## src/design/imm_pkg.sv

```systemverilog
// Shared types and constants for the int8 16x16x16 matrix multiply-accumulate block.
`timescale 1ns / 1ps

package imm_pkg;

  // Matrix geometry
  localparam int DIM    = 16;
  localparam int LANES  = 64;
  localparam int PACK   = 4;
  localparam int LANE_W = 6;
  localparam int ROW_W  = 2;
  localparam int GRP_W  = 2;
  localparam int WORD_W = 32;

  // Width of a four-term signed byte dot product
  localparam int DOT_W  = 18;

  // Sequencer states
  typedef enum logic [1:0] {
    ST_LOAD,
    ST_RUN,
    ST_DRAIN
  } imm_state_e;

  // One input word
  typedef struct packed {
    logic        [31:0] a_word;
    logic        [31:0] b_word;
    logic signed [31:0] c_row0;
    logic signed [31:0] c_row1;
    logic signed [31:0] c_row2;
    logic signed [31:0] c_row3;
  } imm_in_t;

  // One result word
  typedef struct packed {
    logic        [5:0]  lane;
    logic signed [31:0] d_row0;
    logic signed [31:0] d_row1;
    logic signed [31:0] d_row2;
    logic signed [31:0] d_row3;
    logic               last;
  } imm_out_t;

  // Position of one dot-product step: output lane, row within lane, k group
  typedef struct packed {
    logic [LANE_W-1:0] lane;
    logic [ROW_W-1:0]  row;
    logic [GRP_W-1:0]  grp;
  } imm_tag_t;

  localparam int TAG_W = LANE_W + ROW_W + GRP_W;

endpackage

```

## src/design/imm_dot4.sv

```systemverilog
// Shared four-lane signed byte dot product unit with registered result.
`timescale 1ns / 1ps

module imm_dot4 (
  input  logic                             clk_i,
  input  logic [31:0]                      a_i,
  input  logic [31:0]                      b_i,
  output logic signed [imm_pkg::DOT_W-1:0] dot_o
);
  import imm_pkg::*;

  logic signed [DOT_W-1:0] dot_d;
  logic signed [DOT_W-1:0] dot_q;

  // Multiply each byte pair and sum the four products
  always_comb begin
    logic signed [15:0] prod;
    dot_d = '0;
    for (int i = 0; i < PACK; i++) begin
      prod  = signed'(a_i[8*i +: 8]) * signed'(b_i[8*i +: 8]);
      dot_d = dot_d + DOT_W'(prod);
    end
  end

  // Register the sum
  always_ff @(posedge clk_i) begin
    dot_q <= dot_d;
  end

  assign dot_o = dot_q;

endmodule

```

## config.mk

```make
export PLATFORM = sky130hd
export DESIGN_NAME = imm_dot4
export DESIGN_NICKNAME = d
export VERILOG_FILES = /design/src/design/imm_pkg.sv /design/src/design/imm_dot4.sv
export SDC_FILE = /design/constraint.sdc
export NUM_CORES = 1
export LEC_CHECK = 0
export ABC_CLOCK_PERIOD_IN_PS = 9200
export CORE_UTILIZATION = 40
export CTS_CLUSTER_DIAMETER = 60
export DETAILED_ROUTE_END_ITERATION = 6
export DONT_BUFFER_PORTS = 1
export PLACE_DENSITY_LB_ADDON = 0.05
export SLEW_MARGIN = 20
export SYNTH_ARGS = -nofsm -noshare
export SYNTH_HDL_FRONTEND = slang
export SYNTH_SLANG_ARGS = --single-unit
```

## constraint.sdc

```tcl
create_clock -name clk_i -period 9.2 [get_ports clk_i]
set_clock_uncertainty 0.05 [all_clocks]
set_input_delay 0.92 -clock clk_i [delete_from_list [all_inputs] [get_ports clk_i]]
set_output_delay 0.92 -clock clk_i [all_outputs]
set_load 0.1 [all_outputs]
```

Word level (Yosys, flattened, before mapping)

Index checks and enable logic that the tools add are counted.

Add/sub/neg operators: 3
Multipliers: 4

Operator list:

| operator                                     | count |
|---|---|
| 8-bit by 8-bit multiplier with 16-bit output | 4 |
| 17-bit by 16-bit adder with 18-bit output    | 1 |
| 18-bit by 16-bit adder with 18-bit output    | 1 |
| 16-bit by 16-bit adder with 17-bit output    | 1 |

Bits in registers: 18
Input port bits: 65
Output and inout bits: 18
Logic and storage cells: 8

Logic depth before layout (Yosys ltp)

Gate-level depths: netlist (run 1).

Word-level depth: 4
Depth in mapped cells: 23
Depth with buffers taken out: 22

Worst setup path before layout (run 1)

OpenSTA, ideal clock, no wires.

Path kind: input to register
From: in b_i[8]
To: reg dot_q[12], in the netlist dot_o[12]
Library setup time: 0.127 ns
Arrival time: 6.470 ns
Setup slack: 2.554 ns
Stages: 19
Path buffers: 0
Cell sequence: and2_1 inv_1 fa_1 fa_1 inv_1 fa_1 fa_1 fa_1 fa_1 fa_1 inv_1 fa_1 inv_1 ha_1 a21o_1 a21o_1 a32oi_1 o21ai_0 xor2_1

Word-level cells in the longest chain between the ends: 4

Ends and longest elaborated chain:

| item                                         | RTL line       | source |
|---|---|---|
| from (decl)                                  | imm_dot4.sv:7  | `input logic [31:0] b_i,` |
| 8-bit by 8-bit multiplier with 16-bit output | imm_dot4.sv:20 | `prod = signed'(a_i[8*i +: 8]) * signed'(b_i[8*i +: 8]);` |
| 16-bit by 16-bit adder with 17-bit output    | imm_dot4.sv:21 | `dot_d = dot_d + DOT_W'(prod);` |
| 17-bit by 16-bit adder with 18-bit output    | imm_dot4.sv:21 |  |
| 18-bit by 16-bit adder with 18-bit output    | imm_dot4.sv:21 |  |
| net dot_d[12]                                | imm_dot4.sv:12 | `logic signed [DOT_W-1:0] dot_d;` |
| to (signal assigned)                         | imm_dot4.sv:27 | `dot_q <= dot_d;` |
| to (decl)                                    | imm_dot4.sv:13 | `logic signed [DOT_W-1:0] dot_q;` |

The timed path passes the listed nets, and every way through them passes these cells.

Worst setup path in the final report (run 1)

From: in b_i[8]
To: reg dot_q[17], in the netlist dot_o[17]

Same word-level chain as after synthesis.

==> impl_metrics.csv, run 1 <==
group,metric,value,unit
logic_synthesis,yosys.area_share.xor_xnor,0.02278,
timing,hold_ws,0.8738,ns
floorplan,initial_core_util,0.4073,
status,status,"finished, final reports clean",
global_route,antenna_found_initial,0,
logic_synthesis,synth-edff-count,0,
job,drv_cap,0,
final_layout,nFillCells,2829,
clock_tree,cts_resized,0,
route,vias,6957,
logic_synthesis,ys_seq_elements,18,
place,port_buffers,0,
timing,fmax,143.8,MHz
floorplan,dieWidth,170.2,µm
timing,tns,0,ns
clock_tree,cts_sinks,18,
global_route,grt_max_degree,11,
clock_tree,cts_hold_buf,0,
clock_tree,cts_tree,"built",
floorplan,num_rows,61,
global_route,grt_use_met3,0.01953,
final_layout,fin_nets,1621,
worst_setup_path,crit_required,9.29,ns
floorplan,dieArea,0.02897,mm²
route,drt-total-wl,25530,µm
timing,timing.final.ws_setup,2.245,ns
worst_setup_path,critPathSlowestCell,"fa_1",
worst_setup_path,cp.arrival,7.05,ns
global_route,grtUsageMet2,0.3519,
route,drt_pre_antenna_iters,4,
final_layout,fin_area,0.01187,mm²
global_route,grt_pass1_wl,42070,µm
final_layout,syn_to_final_growth,4.865,%
clock_tree,cts_buffers,3,
place,pre_cts_slack,1.952,ns
global_route,grt_usage,0.1940,
worst_setup_path,path_cells,"and2_1 > inv_1 > fa_1 > fa_1 > inv_1 > fa_1 > fa_1 > fa_1 > fa_1 > fa_1 > inv_1 > fa_1 > inv_1 > ha_1 > o21ai_0 > o21bai_1 > o31ai_2 > a21boi_0 > xnor2_1",
worst_setup_path,path_common_cell,"fa_1",
global_route,gr-total-overflow,0,
route,drt_iter0_markers,239,
worst_setup_path,worstSetupPathType,"primary input to flop",
timing,setup_viol,0,
worst_setup_path,critPathLaunchType,"primary input",
clock_tree,clk_path_buf_depth,2,
logic_synthesis,synth_nets,1619,
logic_synthesis,synth-compound-area-share,0.02289,
logic_synthesis,syn_area,0.01132,mm²
final_layout,largest_register_ffs,18,
hold_path,min_path_type,"primary input to flop",
route,viasPerCell,4.583,
logic_synthesis,yosysMostFrequentCell,"inv_1",
logic_synthesis,yosys.area_share.adder,0.6698,
clock_tree,cts_setup_buffers,0,
clock_tree,cts_max_level,1,
floorplan,core,0.02778,mm²
timing,rsz0062_at_grt,"no",
timing,hold_viol,0,
worst_setup_path,end_kind,"flop",
final_layout,diodes,0,
logic_synthesis,muxShareOfSynthArea,0.001880,
clock_tree,clock-root-buffer,"clkbuf_16",
final_layout,drive_gt1_frac,0.006140,
global_route,grt-busiest-layer,"met2",
logic_synthesis,synthCells,1139,
logic_synthesis,synth_top_family_by_area,"adder cells",
timing,worst_pin_slew,0.9760,ns
route,wire_per_inst,16.82,µm
logic_synthesis,yosysTopAreaCell,"fa_1",
place,dpl-instance-area,0.01178,mm²
logic_synthesis,synth.avg_cell_area,9.935,µm²
logic_synthesis,ys_seq_area_frac,0.03184,
timing,period_needed,6.955,ns
global_route,grtUsageMet1,0.2601,
logic_synthesis,synth_warnings,0,
floorplan,dieHeight,170.2,µm
clock_tree,clkTransAtPathRegs,0.06,ns
timing,finalMaxSlewViolations,0,
global_route,grt_pass1_vias,7710,
timing,fin_crit_sh,0.7560,
logic_synthesis,yosysUniqueCellTypes,35,
logic_synthesis,ys.flop_type,"dfxtp_1",
logic_synthesis,synth_commonest_cells,"inv_1 (357), fa_1 (318), and2_1 (148)",
worst_setup_path,max_stage_delay,0.55,ns
place,hpwl,23810,µm
timing,slew_headroom,0.3484,
route,drcViolationCount,0,
worst_setup_path,crit_fanout,8,
logic_synthesis,synth-async-reset-ratio,0,
logic_synthesis,yosys-top-cells-area,"fa_1 (56%), inv_1 (12%), ha_1 (11%)",
floorplan,num_io_pins,83,
logic_synthesis,yosys.area.top_type_share,0.5626,
logic_synthesis,yosys.area_share.simple,0.1314,
route,ant_nets,0,
place,gp_congestion,0.8007,
==> critical path: cells and delay by family <==
family                   cells  cell delay, ns
AO/OA/AOI/OAI                4            0.97
XOR/XNOR                     1            0.19
adder cells (fa/ha/maj)      9            4.25
buffers and inverters        4            0.27
AND/OR/NAND/NOR              1            0.46
==> placed cells by master (no fill, tap or decap) <==
cell type,n
inv_1,357
fa_1,318
and2_1,148
ha_1,97
nand2_1,81
xnor2_1,19
dfxtp_1,18
nor2_1,16
nand2b_1,13
o21ai_0,11
nor2b_1,9
a21oi_1,9
a21o_1,7
xor2_1,6
nand3_1,3
clkbuf_16,3
o21bai_1,2
o21a_1,2
a31oi_1,2
and3_1,2
nor3_1,2
a211oi_1,1
o31ai_2,1
a21boi_0,1
xnor2_2,1
xnor3_1,1
a32o_1,1
a32oi_1,1
mux2_2,1
a311oi_1,1
nand3b_1,1
nor3b_1,1
o2111ai_1,1
mux2i_1,1
nand4_1,1
clkbuf_8,1
==> layout make-up <==
class                      count  area, µm²  area share
multi-input combinational    761       9604      0.8094
inverter                     357       1340      0.1129
tap                          378      473.0     0.03986
sequential                    18      360.3     0.03037
clock buffer                   4      88.84    0.007486
==> layer usage <==
| metal | routed length (µm) | vias up |
|---|---|---|
| met5 | 0 | - |
| met4 | 177 | 0 |
| met3 | 734 | 6 |
| met2 | 13640 | 80 |
| met1 | 10980 | 3636 |
| li1 | - | 3235 |
==> worst paths after layout <==
check | from | endpoint | slack, ns | cells after the start
max | b_i[8] | dot_o[17] | 2.24 | 19
min | a_i[0] | dot_o[0] | 0.87 | 2
==> metrics by stage <==
step / util / std cells
CTS: 0.4271 / 1518
finish: 0.4271 / 1518
floorplan: - / 1139
global route: 0.4271 / 1518
detailed placement: 0.4239 / 1514
global placement: 0.4239 / 1514
==> kinds of logic (layout without fill, tap and decap cells) <==
| logic type | Yosys count | count (layout) |
|---|---|---|
| buf+inv | 360 | 361 |
| xor+xnor | 27 | 27 |
| fa+ha+maj | 415 | 415 |
| simple gates | 277 | 277 |
| flops | 18 | 18 |
| mux | 2 | 2 |
| compound gates | 40 | 40 |
Power of run 1 is left out: the tool's default activity adds up to more than one toggle a clock period on the data nets, which glitch-free logic cannot reach.
==> run 2, diff against run 1 <==
--- a/config.mk
+++ b/config.mk
@@ -5,7 +5,8 @@
 export SDC_FILE = /design/constraint.sdc
 export NUM_CORES = 1
 export LEC_CHECK = 0
-export ABC_CLOCK_PERIOD_IN_PS = 9200
+export ABC_AREA = 1
+export ABC_CLOCK_PERIOD_IN_PS = 7100
 export CORE_UTILIZATION = 40
 export CTS_CLUSTER_DIAMETER = 60
 export DETAILED_ROUTE_END_ITERATION = 6
==> constraint.sdc (replaced) <==
create_clock -name clk_i -period 7.1 [get_ports clk_i]
set_clock_uncertainty 0.05 [all_clocks]
set_input_delay 0.71 -clock clk_i [delete_from_list [all_inputs] [get_ports clk_i]]
set_output_delay 0.71 -clock clk_i [all_outputs]
set_load 0.1 [all_outputs]
==> run 2 against run 1 <==
Against the previous run:
- via count is 10% higher
- area after synthesis is 4.6% higher
- global-route usage is 0.24 points lower
- sequential share of layout area is 0.078 points lower
- highest routed layer is now met5
- synthesized cell count is 23% higher
==> impl_metrics.csv, run 2 <==
group,metric,value,unit
status,status,"finished, final reports clean",
logic_synthesis,ys_seq_elements,18,
timing,hold_ws,0.6385,ns
timing,fin_crit_sh,0.9153,
hold_path,min-delay-start,"a_i[0]",
final_layout,largest_register_ffs,18,
clock_tree,clock-root-buffer,"clkbuf_16",
route,drt_iter0_markers,371,
clock_tree,cts_resized,0,
timing,setup_viol,0,
logic_synthesis,ys.flop_type,"dfxtp_1",
job,drv_cap,0,
logic_synthesis,ys_seq_area_frac,0.03044,
global_route,grt_max_degree,11,
timing,timing.final.ws_setup,0.6015,ns
clock_tree,cts_max_level,1,
place,gp_congestion,0.8540,
final_layout,drive_gt1_frac,0.02596,
logic_synthesis,synth_nets,1885,
clock_tree,cts_buffers,3,
clock_tree,cts_hold_buf,0,
timing,hold_viol,0,
worst_setup_path,end_kind,"flop",
timing,tns,0,ns
floorplan,dieHeight,174.0,µm
final_layout,nFillCells,2993,
floorplan,dieWidth,174.0,µm
global_route,gr-total-overflow,0,
final_layout,syn_to_final_growth,2.907,%
place,pre_cts_slack,0.3268,ns
worst_setup_path,path_buf_inv,5,
worst_setup_path,path_cells,"nand2_1 > inv_1 > fa_1 > inv_1 > fa_1 > fa_1 > inv_1 > fa_1 > fa_1 > fa_1 > fa_1 > inv_1 > fa_1 > inv_1 > ha_1 > nand2_1 > nor2_1 > nand3_1 > nand3_2 > a21oi_2 > xor2_1",
final_layout,diodes,0,
clock_tree,clkTransAtPathRegs,0.06,ns
worst_setup_path,crit_fanout,8,
route,drt-total-wl,27080,µm
logic_synthesis,syn_area,0.01184,mm²
final_layout,final_cells,1732,
worst_setup_path,cp_top_family,"adder cells",
final_layout,final_cell_mix,"inv_1 (522), fa_1 (318), nand2_1 (280), ha_1 (97), nor2_1 (25)",
timing,rsz0062_at_grt,"no",
place,port_buffers,0,
global_route,grt_pass1_wl,44400,µm
route,wire_per_inst,15.64,µm
route,viasPerCell,4.432,
floorplan,num_io_pins,83,
clock_tree,cts_tree,"built",
timing,slew_headroom,0.2951,
global_route,grt_usage,0.1916,
final_layout,fin_nets,1829,
place,place_inst,1728,
worst_setup_path,crit_required,7.19,ns
logic_synthesis,synth.avg_cell_area,8.424,µm²
worst_setup_path,crit_start,"b_i[24]",
clock_tree,clk_path_buf_depth,2,
route,drcViolationCount,0,
logic_synthesis,synth-async-reset-ratio,0,
floorplan,num_rows,62,
place,hpwl,25550,µm
logic_synthesis,yosysUniqueCellTypes,27,
clock_tree,cts_sinks,18,
logic_synthesis,synthCells,1405,
logic_synthesis,yosys-top-cells-area,"fa_1 (54%), inv_1 (17%), ha_1 (10%)",
logic_synthesis,synth-edff-count,0,
route,ant_nets,0,
worst_setup_path,critPathLaunchType,"primary input",
final_layout,final_common_cell,"inv_1",
floorplan,initial_core_util,0.4091,
clock_tree,cts_setup_buffers,0,
floorplan,core,0.02894,mm²
worst_setup_path,cp.arrival,6.59,ns
timing,worst_pin_slew,1.056,ns
timing,fmax,153.9,MHz
route,drt_pre_antenna_iters,4,
logic_synthesis,yosys.area.top_type_share,0.5378,
logic_synthesis,yosysTopAreaCell,"fa_1",
route,vias,7676,
worst_setup_path,path_common_cell,"fa_1",
logic_synthesis,yosysMostFrequentCell,"inv_1",
worst_setup_path,worstSetupPathType,"primary input to flop",
timing,period_needed,6.499,ns
logic_synthesis,synth_warnings,0,
global_route,grt_pass1_vias,8290,
floorplan,dieArea,0.03028,mm²
worst_setup_path,max_stage_delay,0.69,ns
worst_setup_path,critPathSlowestCell,"fa_1",
timing,finalMaxSlewViolations,0,
logic_synthesis,synth_commonest_cells,"inv_1 (522), fa_1 (318), nand2_1 (280)",
global_route,antenna_found_initial,1,
hold_path,min_path_type,"primary input to flop",
[run 2: area by class of cell]
type	count	area [µm²]	share of cell area
sequential	18	360.3	0.02958
inverter	523	1963	0.1612
multi-input combinational	802	9280	0.7619
timing repair buffer	1	7.507	0.0006163
clock buffer	4	88.84	0.007293
tap	384	480.5	0.03945
[run 2: path summary, 6_finish.rpt]
path,slack (ns),endpoint,depth (start not counted)
min,0.64,dot_o[0],3
max,0.60,dot_o[15],21
[run 2: stage by stage]
step                cell area [µm²]    util
finish                        12180  0.4210
global route                  12180  0.4210
CTS                           12180  0.4210
floorplan                     11840       -
global placement              12090  0.4179
detailed placement            12090  0.4179
[run 2: routing by layer]
metal,global-route usage,wire length [µm],vias up
met3,0.02647,1045,10
met2,0.3347,13890,97
met5,0,17,-
met4,0.01937,262,2
li1,-,-,3668
met1,0.2611,11870,3899
[run 2: cell families (layout without fill, tap and decap cells)]
group / Yosys count / count (layout) / synth area share
xor gates and xnor gates: 17 / 17 / 0.01258
DFF: 18 / 18 / 0.03044
and+or+nand+nor: 341 / 341 / 0.1150
AOI/OAI and AO/OA: 29 / 29 / 0.01607
buffers and inverters: 585 / 528 / 0.1855
adders and majority gates: 415 / 415 / 0.6404
Power of run 2 is left out for the same reason.
